### src/rtl/assert_macros.svh
// Assertion helpers shared by the calibrator modules.
`ifndef ASSERT_MACROS_SVH
`define ASSERT_MACROS_SVH

// A property checked at every rising edge while reset is released.
`define ASSERT_AT(lbl, clk, rst_n, prop, msg) \
    lbl: assert property (@(posedge clk) disable iff (!rst_n) prop) \
        else $error(msg);

// A plain condition that must hold at every rising edge outside reset.
`define ASSERT_ALWAYS(lbl, clk, rst_n, expr, msg) \
    `ASSERT_AT(lbl, clk, rst_n, (expr), msg)

`endif

### src/rtl/dqsrw_pkg.sv
`timescale 1ns / 1ps
package dqsrw_pkg;

    localparam int TAPS_DEF   = 32;
    localparam int LANES_DEF  = 4;
    localparam int ROUNDS_DEF = 4;

    // Configuration port.
    localparam int CFG_IDX_W  = 2;
    localparam int CFG_DATA_W = 8;

    localparam logic [CFG_IDX_W-1:0] REG_MATCH_BYTE  = 2'd0;
    localparam logic [CFG_IDX_W-1:0] REG_EDGE_OFFSET = 2'd1;
    localparam logic [CFG_IDX_W-1:0] REG_MIN_SPAN    = 2'd2;

    localparam logic [7:0] MATCH_BYTE_RST  = 8'h55;
    localparam logic [4:0] EDGE_OFFSET_RST = 5'd9;
    localparam logic [4:0] MIN_SPAN_RST    = 5'd10;

    typedef enum logic [1:0] {
        ST_FOUND   = 2'd0,
        ST_BITSLIP = 2'd1,
        ST_FAILED  = 2'd2
    } t_status;

    typedef struct packed {
        logic [7:0] match_byte;
        logic [4:0] edge_offset;
        logic [4:0] min_span;
    } t_cfg;

    typedef struct packed {
        t_status    status;
        logic [1:0] chosen_lane;
        logic [4:0] chosen_tap;
        logic [1:0] round_index;
        logic [4:0] window_first;
        logic [4:0] window_last;
    } t_result;

endpackage

### src/rtl/dqsrw_fifo.sv
`timescale 1ns / 1ps
`include "assert_macros.svh"
module dqsrw_fifo #(
    parameter int WIDTH = 8,
    parameter int DEPTH = 2
) (
    input  logic             i_clk,
    input  logic             i_rst_n,
    input  logic             i_push,
    input  logic [WIDTH-1:0] i_data,
    output logic             o_full,
    input  logic             i_pop,
    output logic             o_empty,
    output logic [WIDTH-1:0] o_data
);

    localparam int AW   = (DEPTH > 1) ? $clog2(DEPTH) : 1;
    localparam int CNTW = $clog2(DEPTH + 1);

    logic [WIDTH-1:0] r_mem [DEPTH];
    logic [AW-1:0]    r_wr_ptr;
    logic [AW-1:0]    r_rd_ptr;
    logic [CNTW-1:0]  r_count;
    logic             wr_en;
    logic             rd_en;

    assign o_full  = (r_count == CNTW'(DEPTH));
    assign o_empty = (r_count == '0);
    assign wr_en   = i_push && !o_full;
    assign rd_en   = i_pop && !o_empty;
    assign o_data  = r_mem[r_rd_ptr];

    always_ff @(posedge i_clk) begin
        if (!i_rst_n) begin
            r_wr_ptr <= '0;
            r_rd_ptr <= '0;
            r_count  <= '0;
        end else begin
            if (wr_en) begin
                r_wr_ptr <= (r_wr_ptr == AW'(DEPTH - 1)) ? '0 : r_wr_ptr + 1'b1;
            end
            if (rd_en) begin
                r_rd_ptr <= (r_rd_ptr == AW'(DEPTH - 1)) ? '0 : r_rd_ptr + 1'b1;
            end
            if (wr_en && !rd_en) begin
                r_count <= r_count + 1'b1;
            end else if (rd_en && !wr_en) begin
                r_count <= r_count - 1'b1;
            end
        end
    end

    always_ff @(posedge i_clk) begin
        if (wr_en) begin
            r_mem[r_wr_ptr] <= i_data;
        end
    end

    `ASSERT_ALWAYS(a_count_bound, i_clk, i_rst_n, r_count <= CNTW'(DEPTH), "fifo count overrun")
    `ASSERT_AT(a_push_fills, i_clk, i_rst_n, wr_en && !rd_en |=> !o_empty, "fifo lost a beat")

endmodule

### src/rtl/dqsrw_front.sv
`timescale 1ns / 1ps
`include "assert_macros.svh"
module dqsrw_front
    import dqsrw_pkg::*;
#(
    parameter int TAPS  = TAPS_DEF,
    parameter int LANES = LANES_DEF
) (
    input  logic                          i_clk,
    input  logic                          i_rst_n,
    input  t_cfg                          i_cfg,
    input  logic                          i_push,
    input  logic [31:0]                   i_sample,
    input  logic                          i_sum_full,
    output logic                          o_sum_push,
    output logic [LANES-1:0]              o_sum_valid,
    output logic [LANES-1:0][$clog2(TAPS)-1:0] o_sum_first,
    output logic [LANES-1:0][$clog2(TAPS)-1:0] o_sum_last
);

    localparam int TW = $clog2(TAPS);

    logic [TW-1:0]             r_tap;
    logic [LANES-1:0]          r_in_run;
    logic [LANES-1:0][TW-1:0]  r_start;
    logic [LANES-1:0]          r_best_valid;
    logic [LANES-1:0][TW-1:0]  r_best_first;
    logic [LANES-1:0][TW-1:0]  r_best_last;

    logic [LANES-1:0]          n_in_run;
    logic [LANES-1:0][TW-1:0]  n_start;
    logic [LANES-1:0]          n_best_valid;
    logic [LANES-1:0][TW-1:0]  n_best_first;
    logic [LANES-1:0][TW-1:0]  n_best_last;

    logic                      accept;
    logic                      at_end;
    logic [8*LANES+31:0]       sample_ext;

    assign accept     = i_push && !i_sum_full;
    assign at_end     = (r_tap == TW'(TAPS - 1));
    // Lanes above the four in the word read as zero bytes.
    assign sample_ext = {(8 * LANES)'(0), i_sample};

    always_comb begin
        logic [7:0]    lane_byte;
        logic          hit;
        logic          do_close;
        logic [TW-1:0] c_first;
        logic [TW-1:0] c_last;
        logic [TW-1:0] span;
        logic [TW-1:0] best;
        n_in_run     = r_in_run;
        n_start      = r_start;
        n_best_valid = r_best_valid;
        n_best_first = r_best_first;
        n_best_last  = r_best_last;
        for (int k = 0; k < LANES; k++) begin
            lane_byte = sample_ext[k*8 +: 8];
            hit       = (lane_byte == i_cfg.match_byte);
            do_close  = 1'b0;
            c_first   = r_start[k];
            c_last    = r_tap;
            if (hit) begin
                if (!r_in_run[k]) begin
                    n_in_run[k] = 1'b1;
                    n_start[k]  = r_tap;
                    c_first     = r_tap;
                end
                do_close = at_end;
            end else if (r_in_run[k]) begin
                do_close = 1'b1;
                c_last   = r_tap - 1'b1;
            end
            span = c_last - c_first;
            best = r_best_valid[k] ? (r_best_last[k] - r_best_first[k]) : '0;
            if (do_close) begin
                n_in_run[k] = 1'b0;
                if (span > best) begin
                    n_best_valid[k] = 1'b1;
                    n_best_first[k] = c_first;
                    n_best_last[k]  = c_last;
                end
            end
        end
    end

    assign o_sum_push  = accept && at_end;
    assign o_sum_valid = n_best_valid;
    assign o_sum_first = n_best_first;
    assign o_sum_last  = n_best_last;

    always_ff @(posedge i_clk) begin
        if (!i_rst_n) begin
            r_tap        <= '0;
            r_in_run     <= '0;
            r_best_valid <= '0;
        end else if (accept) begin
            if (at_end) begin
                r_tap        <= '0;
                r_in_run     <= '0;
                r_best_valid <= '0;
            end else begin
                r_tap        <= r_tap + 1'b1;
                r_in_run     <= n_in_run;
                r_best_valid <= n_best_valid;
            end
        end
    end

    always_ff @(posedge i_clk) begin
        if (accept) begin
            r_start      <= n_start;
            r_best_first <= n_best_first;
            r_best_last  <= n_best_last;
        end
    end

    `ASSERT_AT(a_tap_wraps, i_clk, i_rst_n, o_sum_push |=> r_tap == '0, "tap did not wrap")
    `ASSERT_ALWAYS(a_tap_range, i_clk, i_rst_n, r_tap <= TW'(TAPS - 1), "tap out of range")

endmodule

### src/rtl/dqsrw_back.sv
`timescale 1ns / 1ps
`include "assert_macros.svh"
module dqsrw_back
    import dqsrw_pkg::*;
#(
    parameter int TAPS   = TAPS_DEF,
    parameter int LANES  = LANES_DEF,
    parameter int ROUNDS = ROUNDS_DEF
) (
    input  logic                               i_clk,
    input  logic                               i_rst_n,
    input  t_cfg                               i_cfg,
    input  logic                               i_sum_empty,
    input  logic [LANES-1:0]                   i_sum_valid,
    input  logic [LANES-1:0][$clog2(TAPS)-1:0] i_sum_first,
    input  logic [LANES-1:0][$clog2(TAPS)-1:0] i_sum_last,
    output logic                               o_sum_pop,
    input  logic                               i_res_full,
    output logic                               o_res_push,
    output t_result                            o_res
);

    localparam int TW = $clog2(TAPS);
    localparam int CW = ((TW > 5) ? TW : 5) + 1;
    localparam int LW = (LANES > 1) ? $clog2(LANES) : 1;
    localparam int RW = (ROUNDS > 1) ? $clog2(ROUNDS) : 1;

    logic [RW-1:0]            r_round;
    logic [LANES-1:0]         lane_ok;
    logic [LANES-1:0][CW-1:0] lane_tap;
    logic                     found;
    logic [LW-1:0]            sel;
    logic                     last_round;

    // Tap choice for each lane, from its best window.
    always_comb begin
        logic [CW-1:0] fe;
        logic [CW-1:0] le;
        logic [CW-1:0] oe;
        logic [CW-1:0] me;
        logic          ok;
        logic [CW-1:0] c;
        oe = CW'(i_cfg.edge_offset);
        me = CW'(i_cfg.min_span);
        for (int k = 0; k < LANES; k++) begin
            fe = CW'(i_sum_first[k]);
            le = CW'(i_sum_last[k]);
            ok = 1'b0;
            c  = '0;
            if (i_sum_valid[k]) begin
                if (fe == '0 && le > oe) begin
                    ok = 1'b1;
                    c  = le - oe;
                end else if (le == CW'(TAPS - 1) && (fe + oe) < CW'(TAPS)) begin
                    ok = 1'b1;
                    c  = fe + oe;
                end else if ((le - fe) > me) begin
                    ok = 1'b1;
                    c  = (le + fe) >> 1;
                end
            end
            lane_ok[k]  = ok && (c != '0);
            lane_tap[k] = c;
        end
    end

    // Lowest qualifying lane wins.
    always_comb begin
        found = 1'b0;
        sel   = '0;
        for (int k = LANES - 1; k >= 0; k--) begin
            if (lane_ok[k]) begin
                found = 1'b1;
                sel   = LW'(k);
            end
        end
    end

    assign last_round = (r_round == RW'(ROUNDS - 1));
    assign o_sum_pop  = !i_sum_empty && !i_res_full;
    assign o_res_push = o_sum_pop;

    always_comb begin
        o_res             = '0;
        o_res.round_index = 2'(r_round);
        if (found) begin
            o_res.status       = ST_FOUND;
            o_res.chosen_lane  = 2'(sel);
            o_res.chosen_tap   = 5'(lane_tap[sel]);
            o_res.window_first = 5'(i_sum_first[sel]);
            o_res.window_last  = 5'(i_sum_last[sel]);
        end else if (last_round) begin
            o_res.status = ST_FAILED;
        end else begin
            o_res.status = ST_BITSLIP;
        end
    end

    always_ff @(posedge i_clk) begin
        if (!i_rst_n) begin
            r_round <= '0;
        end else if (o_sum_pop) begin
            r_round <= (found || last_round) ? '0 : r_round + 1'b1;
        end
    end

    `ASSERT_ALWAYS(a_round_range, i_clk, i_rst_n, r_round <= RW'(ROUNDS - 1), "round overrun")
    `ASSERT_AT(a_done_restarts, i_clk, i_rst_n, o_sum_pop && found |=> r_round == '0, "no restart")

endmodule

### src/rtl/dqs_read_window_calibrator.sv
`timescale 1ns / 1ps
// Channel   Direction  Handshake            Beat
// sample    in         push / full          i_strobe_sample, one per delay tap
// result    out        pop / empty          o_status .. o_window_last, one per round
// config    in         i_cfg_we (no stall)  i_cfg_idx, i_cfg_wdata
//
// A sample beat is taken every cycle while full is low.
// The result of a round passes from its last tap through the round summary queue,
// then through the lane choice into the result queue.
// full rises only when the two-entry summary queue holds rounds not yet judged,
// which happens only while the result queue is itself held by a low pop.
// Reset is synchronous; it clears the tap, run and round state and the queue pointers, and loads the config registers.
module dqs_read_window_calibrator
    import dqsrw_pkg::*;
#(
    parameter int TAPS   = TAPS_DEF,
    parameter int LANES  = LANES_DEF,
    parameter int ROUNDS = ROUNDS_DEF
) (
    input  logic                  i_clk,
    input  logic                  i_rst_n,
    input  logic                  push,
    output logic                  full,
    input  logic [31:0]           i_strobe_sample,
    output logic                  empty,
    input  logic                  pop,
    output logic [1:0]            o_status,
    output logic [1:0]            o_chosen_lane,
    output logic [4:0]            o_chosen_tap,
    output logic [1:0]            o_round_index,
    output logic [4:0]            o_window_first,
    output logic [4:0]            o_window_last,
    input  logic                  i_cfg_we,
    input  logic [CFG_IDX_W-1:0]  i_cfg_idx,
    input  logic [CFG_DATA_W-1:0] i_cfg_wdata
);

    localparam int TW     = $clog2(TAPS);
    localparam int SUM_W  = LANES * (1 + 2 * TW);
    localparam int RES_W  = $bits(t_result);
    localparam int Q_DEPTH = 2;

    t_cfg                     r_cfg;

    logic                     sum_push;
    logic                     sum_full;
    logic                     sum_pop;
    logic                     sum_empty;
    logic [LANES-1:0]         front_valid;
    logic [LANES-1:0][TW-1:0] front_first;
    logic [LANES-1:0][TW-1:0] front_last;
    logic [SUM_W-1:0]         sum_wdata;
    logic [SUM_W-1:0]         sum_rdata;
    logic [LANES-1:0]         back_valid;
    logic [LANES-1:0][TW-1:0] back_first;
    logic [LANES-1:0][TW-1:0] back_last;

    logic                     res_push;
    logic                     res_full;
    t_result                  res_in;
    logic [RES_W-1:0]         res_rdata;
    t_result                  res_out;

    // Configuration registers: writes beyond the list are dropped.
    always_ff @(posedge i_clk) begin
        if (!i_rst_n) begin
            r_cfg.match_byte  <= MATCH_BYTE_RST;
            r_cfg.edge_offset <= EDGE_OFFSET_RST;
            r_cfg.min_span    <= MIN_SPAN_RST;
        end else if (i_cfg_we) begin
            case (i_cfg_idx)
                REG_MATCH_BYTE: begin
                    r_cfg.match_byte <= i_cfg_wdata;
                end
                REG_EDGE_OFFSET: begin
                    r_cfg.edge_offset <= i_cfg_wdata[4:0];
                end
                REG_MIN_SPAN: begin
                    r_cfg.min_span <= i_cfg_wdata[4:0];
                end
                default: begin
                end
            endcase
        end
    end

    // Front end: per-lane run tracking, one tap per cycle while push is high and the summary queue is not full.
    dqsrw_front #(
        .TAPS  (TAPS),
        .LANES (LANES)
    ) u_front (
        .i_clk       (i_clk),
        .i_rst_n     (i_rst_n),
        .i_cfg       (r_cfg),
        .i_push      (push),
        .i_sample    (i_strobe_sample),
        .i_sum_full  (sum_full),
        .o_sum_push  (sum_push),
        .o_sum_valid (front_valid),
        .o_sum_first (front_first),
        .o_sum_last  (front_last)
    );

    assign full      = sum_full;
    assign sum_wdata = {front_valid, front_first, front_last};

    // Round summaries wait here, so a new round can start while the last is judged.
    dqsrw_fifo #(
        .WIDTH (SUM_W),
        .DEPTH (Q_DEPTH)
    ) u_sum_q (
        .i_clk   (i_clk),
        .i_rst_n (i_rst_n),
        .i_push  (sum_push),
        .i_data  (sum_wdata),
        .o_full  (sum_full),
        .i_pop   (sum_pop),
        .o_empty (sum_empty),
        .o_data  (sum_rdata)
    );

    assign {back_valid, back_first, back_last} = sum_rdata;

    // Back end: lane choice and round bookkeeping.
    dqsrw_back #(
        .TAPS   (TAPS),
        .LANES  (LANES),
        .ROUNDS (ROUNDS)
    ) u_back (
        .i_clk       (i_clk),
        .i_rst_n     (i_rst_n),
        .i_cfg       (r_cfg),
        .i_sum_empty (sum_empty),
        .i_sum_valid (back_valid),
        .i_sum_first (back_first),
        .i_sum_last  (back_last),
        .o_sum_pop   (sum_pop),
        .i_res_full  (res_full),
        .o_res_push  (res_push),
        .o_res       (res_in)
    );

    // Result queue; its head drives the result ports.
    dqsrw_fifo #(
        .WIDTH (RES_W),
        .DEPTH (Q_DEPTH)
    ) u_res_q (
        .i_clk   (i_clk),
        .i_rst_n (i_rst_n),
        .i_push  (res_push),
        .i_data  (res_in),
        .o_full  (res_full),
        .i_pop   (pop),
        .o_empty (empty),
        .o_data  (res_rdata)
    );

    assign res_out        = t_result'(res_rdata);
    assign o_status       = res_out.status;
    assign o_chosen_lane  = res_out.chosen_lane;
    assign o_chosen_tap   = res_out.chosen_tap;
    assign o_round_index  = res_out.round_index;
    assign o_window_first = res_out.window_first;
    assign o_window_last  = res_out.window_last;

endmodule
### config.mk
export PLATFORM = sky130hd
export DESIGN_NAME = dqs_read_window_calibrator
export DESIGN_NICKNAME = d
export VERILOG_FILES = /design/src/rtl/dqsrw_pkg.sv /design/src/rtl/dqsrw_fifo.sv /design/src/rtl/dqsrw_front.sv /design/src/rtl/dqsrw_back.sv /design/src/rtl/dqs_read_window_calibrator.sv
export VERILOG_INCLUDE_DIRS = /design/src /design/src/rtl
export SDC_FILE = /design/constraint.sdc
export NUM_CORES = 1
export LEC_CHECK = 0
export BUFFER_PORTS_ARGS = -buffer_cell sky130_fd_sc_hd__buf_2
export CAP_MARGIN = 20
export CORE_ASPECT_RATIO = 0.8
export CORE_UTILIZATION = 30
export DETAILED_ROUTE_END_ITERATION = 10
export HOLD_SLACK_MARGIN = 0.03
export PLACE_DENSITY = 0.51
export SYNTH_ARGS = -nofsm -noshare
export SYNTH_HDL_FRONTEND = slang
export SYNTH_SLANG_ARGS = --single-unit
### constraint.sdc
create_clock -name i_clk -period 6.2 [get_ports i_clk]
set_input_delay 1.55 -clock i_clk [delete_from_list [all_inputs] [get_ports i_clk]]
set_output_delay 1.55 -clock i_clk [all_outputs]
set_load 0.1 [all_outputs]
==> results of run 1 <==
[worst max-delay path by stage]
stage / end / cells after the start
floorplan: u_front.r_best_first[1]$_DFFE_PP_ / 16
detailed placement: u_sum_q.r_mem[0][37]$_DFFE_PP_ / 20
global placement: u_sum_q.r_mem[1][37]$_DFFE_PP_ / 20
finish: u_res_q.r_mem[0][8]$_DFFE_PP_ / 18
CTS: u_res_q.r_mem[1][8]$_DFFE_PP_ / 18
global route: u_res_q.r_mem[0][8]$_DFFE_PP_ / 18
[cells in the mapped netlist, drive strengths merged, types with 15 or more instances]
cell type / n / area share (%)
edfxtp: 190 / 36
ha: 158 / 12
inv: 103 / 2.4
mux2: 94 / 6.6
a21oi: 92 / 2.9
nand2: 90 / 2.1
o21ai: 69 / 2.2
xor2: 68 / 3.7
xnor2: 58 / 3.2
dfxtp: 43 / 5.4
mux2i: 41 / 2.6
a21o: 40 / 1.9
nor2: 39 / 0.91
nor2b: 37 / 1.5
clkbuf: 27 / 0.63
fa: 24 / 3.0
o21a: 17 / 0.79
and2: 16 / 0.62
nor4: 16 / 0.62
o22ai: 16 / 0.62
buf: 15 / 0.65
or2: 15 / 0.58
[state kept, by name (all words and copies together), names as in the netlist, 5 cells and up, named ones only]
| signal | flops |
|---|---|
| u_sum_q.r_mem | 88 |
| u_front.r_tap | 5 |
| u_front.r_best_first | 20 |
| r_cfg | 18 |
| u_front.r_best_last | 20 |
| u_res_q.r_mem | 42 |
| u_front.r_start | 20 |
[per-stage QoR]
step                util [%]  worst slack, ns  cells  power, mW  hold WS (ns)
floorplan                  -            0.606   1450       4.83         0.451
global placement        33.1            0.242   2207       5.59         0.481
detailed placement      33.1            0.258   2207       5.63         0.494
CTS                     34.7            0.463   2254       7.28         0.510
global route            34.7           0.0412   2254       7.67         0.528
finish                  34.7            0.460   2254       7.24         0.509
[logic make-up (layout without fill, tap and decap cells)]
| kind of cell | Yosys count | in the layout | synth area share (%) |
|---|---|---|---|
| AO/OA/AOI/OAI | 351 | 351 | 15.1 |
| flip-flops | 233 | 233 | 40.9 |
| XOR/XNOR | 126 | 126 | 6.87 |
| multiplexers | 135 | 135 | 9.20 |
| adder cells (fa/ha/maj) | 182 | 182 | 15.3 |
| buffers and inverters | 147 | 258 | 3.74 |
| AND/OR/NAND/NOR | 276 | 276 | 8.89 |
[report_power, final]
| part | switching [mW] | internal (mW) | total (mW) |
|---|---|---|---|
| Combinational | 2.26 | 1.22 | 3.48 |
| Sequential | 0.119 | 2.03 | 2.15 |
| Clock | 0.651 | 0.961 | 1.61 |
[area by class of cell]
class	count	area [sq um]	share of cell area [%]
multi-input combinational	1070	8920	48.8
inverter	105	394	2.16
sequential	233	6570	35.9
timing repair buffer	106	648	3.54
tap	693	867	4.74
clock buffer	31	691	3.78
clock inverter	16	193	1.05
[routing by layer]
metal | vias up | global-route usage (%)
li1 | 5550 | -
met1 | 5550 | 24.7
met2 | 342 | 23.0
met3 | 53 | 3.93
met4 | 0 | 3.33
met5 | - | 0
==> metrics.txt, run 1 <==
status=finished with violations; violations in the final reports=design-rule violations; via density per instance=a little over 5; placed cell area=17400 sq um; overall track demand over capacity in global routing=16.3%; Clock Pin Slew Worst Setup and Hold Paths=0.06 ns; met3 wire length=3300 um; count of H-tree levels built during CTS=1; clock buffer count from CTS=26; post-layout min period=5.74 ns; commonest cells after routing, fill and taps aside=190 x edfxtp_1, 158 x ha_1, 103 x inv_1, 92 x a21oi_1, 92 x mux2_2; final clock period utilization by the worst path=92.6%; RSZ-0062 raised after global routing=false; endpoint arrival time on the critical path=6.06 ns; final weighted congestion in routability-driven placement=0.881; net count after synthesis=1679; layout overhead on the synthesized area=13.9%; number of nets with antenna violations after detailed routing=0; reported leakage power=7.30 nW; buffer cell driving the clock tree root=clkbuf_16; Slew Viols, Final=0; R2R cell count=18; area of the placeable core=52600 sq um; number of flops mapped to enable cells by yosys=190; most common library cell in the layout ignoring fill and taps=edfxtp_1; global route total overflow=0; HPWL after detailed placement=34500 um; share of synthesized area occupied by flip-flops and latches=40.9%; FFs w/ async S/R, synth=0%; buffers plus inverters on the worst setup path=2; post-route cell area=18300 sq um; cells traversed along the worst timing path=buf_4 > mux2_2 > inv_1 > ha_1 > nor2b_1 > o31a_1 > a21oi_1 > ha_1 > and4_1 > a21oi_1 > o31a_1 > nor2_1 > o311ai_0 > o211ai_1 > and4_1 > o21ai_2 > nor3_2 > a221oi_2; Peak Freq=174 MHz; R2R Path End=u_res_q.r_mem[0][8]$_DFFE_PP_; leading register cell type out of synthesis=edfxtp_1; required time worst endpoint=approximately 6.5 ns; Cell Area, Synth=16100 sq um; pin count of the biggest net entering global routing=50; clock network latency to the later pin of the worst-skew pair=0.56 ns; Die Span X=261 um; Worst Setup Path Type=reg2reg; first-pass GRT wire length=between 60000 and 70000 um; Max Cap Violations=0; number of detailed-routing iterations run before antenna repair=8; sink of the worst hold path=u_res_q.r_mem[0][11]$_DFFE_PP_; startpoint of the worst hold path=u_back.r_round[1]$_SDFFE_PN0P_; Slew headroom=about a third; total number of vias=11495; post-CTS setup buffer count=0; worst-margin pin slew=1.03 ns; maximum clock skew at final layout=0.0271 ns; Post-CTS Resized=0; vias in the first global route=11348; number of warnings reported in the yosys synthesis log=0; Worst Setup End Kind=flop; residual DRC count=22; number of distinct standard cells referenced by the synthesized netlist=between 80 and 90; area of the die=54400 sq um; Min-Delay Path Depth=0; sum of routed wire length over all layers=44400 um; highest net fanout along the worst path=19; flip-flop and latch count after synthesis=approximately 230; IO Pins=70; antenna violations before repair=0; filler instances=5219; final setup violating endpoints=0; Row Count=75; post-synthesis cell count=1450; M1 wire length=roughly 23000 um; count of input and output buffers=69; Layout Nets=1771; hold buffers post-CTS=0; routed len/inst=19.7 um; areal power density over the cells=about 400 nW/um^2; number of buffers on the longest clock path=3; Antenna Cells=0; setup tns final=0 ns; CTS tree=built; cell type of the slowest stage on the worst timing path=dfxtp_2; DR WL met2=17600 um; IR drop worst, VDD=231 uV; element type at the critical path start=flop; setup slack on the worst flop-to-flop path=~0.46 ns; top layer in use=met4; overall die height=209 um; detailed router's first-iteration violation count=903; clk sinks=233; highest cell delay on the worst timing path=0.65 ns; Initial Util=a little under a third; layout cells sized above 1=18.5%; final hold violation count=0; post-synthesis average cell area=11.1 sq um; largest delay contributor family on the critical path=compound AO/OA/AOI/OAI gates; worst hold path class=reg2reg
Note: power is estimated with default switching activity, not from simulation.
==> run 2, diff against run 1 <==
clock period = 6.5 ns   (was 6.2 ns; I/O delays follow)
==> run 2 against run 1 <==
  * The run still ends with design-rule violations left
  * Core utilization shrank 0.28 points
  * Register-to-register slack gained 0.24 ns
  * Fmax shrank 1.1%
  * Global-route usage shrank 0.20 points
  * Non-clock buffer count shrank 7
  * Final cell count shrank 0.40%
  * Sequential share of layout area grew 0.29 points
  * Critical path type unchanged
  * Critical endpoint is now u_res_q.r_mem[0][7]$_DFFE_PP_
  * Largest cell class unchanged
  * Largest power group unchanged
==> metrics.txt, run 2 (same netlist as run 1, synthesis figures left out) <==
status=finished with violations; violations in the final reports=design-rule violations; Peak Freq=172 MHz; IR drop worst, VDD=between 200 and 300 uV; CTS tree=built; residual DRC count=22; most common library cell in the layout ignoring fill and taps=edfxtp_1; buffer cell driving the clock tree root=clkbuf_16; number of cells in the design after placement=2200; Die Span X=261 um; final non-filler cell total=2245; post-CTS setup buffer count=0; vias in the first global route=11371; Slew Viols, Final=0; first-pass GRT wire length=67300 um; Row Count=75; clock network latency to the later pin of the worst-skew pair=0.54 ns; Clock Pin Slew Worst Setup and Hold Paths=0.06 ns; pin count of the biggest net entering global routing=41; least setup slack across all paths after layout=between 0.6 and 0.7 ns; highest cell delay on the worst timing path=0.52 ns; Slew headroom=31.3%; final weighted congestion in routability-driven placement=0.957; IO Pins=70; HPWL after detailed placement=approximately 34000 um; Worst Setup End Kind=flop; worst setup slack before clock tree synthesis=0.340 ns; number of nets with antenna violations after detailed routing=0; cell type of the slowest stage on the worst timing path=dfxtp_2; maximum clock skew at final layout=around 0.018 ns; global route total overflow=0; final setup violating endpoints=0; areal power density over the cells=373 nW/um^2; clock buffer count from CTS=25; count of H-tree levels built during CTS=1; number of buffers on the longest clock path=3; commonest cells after routing, fill and taps aside=190 x edfxtp_1, 158 x ha_1, 103 x inv_1, 92 x a21oi_1, 92 x mux2_2; hold buffers post-CTS=0; detailed router's first-iteration violation count=797; Top reg by flops=u_sum_q.r_mem; total number of vias=11516; overall die height=209 um; via density per instance=5.13; layout cells sized above 1=18.0%; post-layout min period=about 5.8 ns; setup tns final=0 ns; endpoint arrival time on the critical path=between 6 and 7 ns; antenna violations before repair=0; area of the die=54400 sq um; required time worst endpoint=6.81 ns; sum of routed wire length over all layers=43400 um; Top cell by count, worst path=buf_4; element type at the critical path start=flop; overall track demand over capacity in global routing=approximately 16%; layout overhead on the synthesized area=13.0%; clk sinks=around 230; largest delay contributor family on the critical path=compound AO/OA/AOI/OAI gates; buffers plus inverters on the worst setup path=4; Antenna Cells=0; cells traversed along the worst timing path=buf_12 > buf_4 > mux2i_2 > ha_1 > o21a_1 > o31a_1 > a21oi_1 > ha_1 > nand4_1 > mux2i_1 > a21oi_1 > o21ai_1 > o21ai_0 > o211ai_1 > a31o_2 > a2bb2oi_2 > or2_1 > buf_4 > buf_4 > a221oi_2; area of the placeable core=52600 sq um; Post-CTS Resized=0; reported leakage power=7.23 nW; Initial Util=30.5%; worst-margin pin slew=a little over 1 ns; final clock period utilization by the worst path=89.3%; number of flip-flops in the largest register=88; leading registers by flop count=u_sum_q.r_mem (88), u_res_q.r_mem (42); number of detailed-routing iterations run before antenna repair=8; final hold violation count=0; Layout Nets=1763; fin util=34.5%; RSZ-0062 raised after global routing=false; routed len/inst=between 15 and 20 um; Worst Setup Path Type=reg2reg; Max Cap Violations=0; highest net fanout along the worst path=37; worst hold margin=0.504 ns; worst hold path class=reg2reg; count of input and output buffers=69
run 2: worst paths after layout:
kind / startpoint / to / slack, ns / depth (start not counted)
worst max register to register: flop / u_res_q.r_mem[0][7]$_DFFE_PP_ / 0.70 / 20
worst max-delay path: flop / u_res_q.r_mem[0][7]$_DFFE_PP_ / 0.70 / 20
worst min register to register: u_back.r_round[1]$_SDFFE_PN0P_ / u_res_q.r_mem[1][11]$_DFFE_PP_ / 0.50 / 0
worst min-delay path: u_back.r_round[1]$_SDFFE_PN0P_ / u_res_q.r_mem[1][11]$_DFFE_PP_ / 0.50 / 0
run 2: power breakdown:
part,internal (mW),leakage (nW),switching [mW]
Combinational,1.15,4.75,2.16
Sequential,1.94,2.10,0.105
Clock,0.801,0.384,0.606
Total,3.89,7.23,2.87
run 2: metal layers:
layer / vias up / GRT usage [%] / part of all wire [%]
li1: 5521 / - / -
met1: 5586 / 24.3 / 50
met2: 363 / 23.5 / 41
met3: 46 / 3.49 / 7.8
met4: 0 / 2.56 / 1.5
met5: - / 0 / 0
run 2: final cells by class:
cell class / instances / area [sq um]
well taps: 693 / 867
repair buffers: 99 / 596
inverters: 105 / 394
fillers: 5215 / 34500
multi-input cells: 1070 / 8920
clock inverters: 14 / 133
clock buffers: 31 / 658
flip-flops and latches: 233 / 6570
run 2: through the flow:
stage / total power, mW / area (sq um)
after floorplan: 4.61 / 16100
after global placement: 5.30 / 17300
after detailed placement: 5.35 / 17300
after CTS: 6.80 / 18100
after global routing: 7.18 / 18100
final: 6.76 / 18100
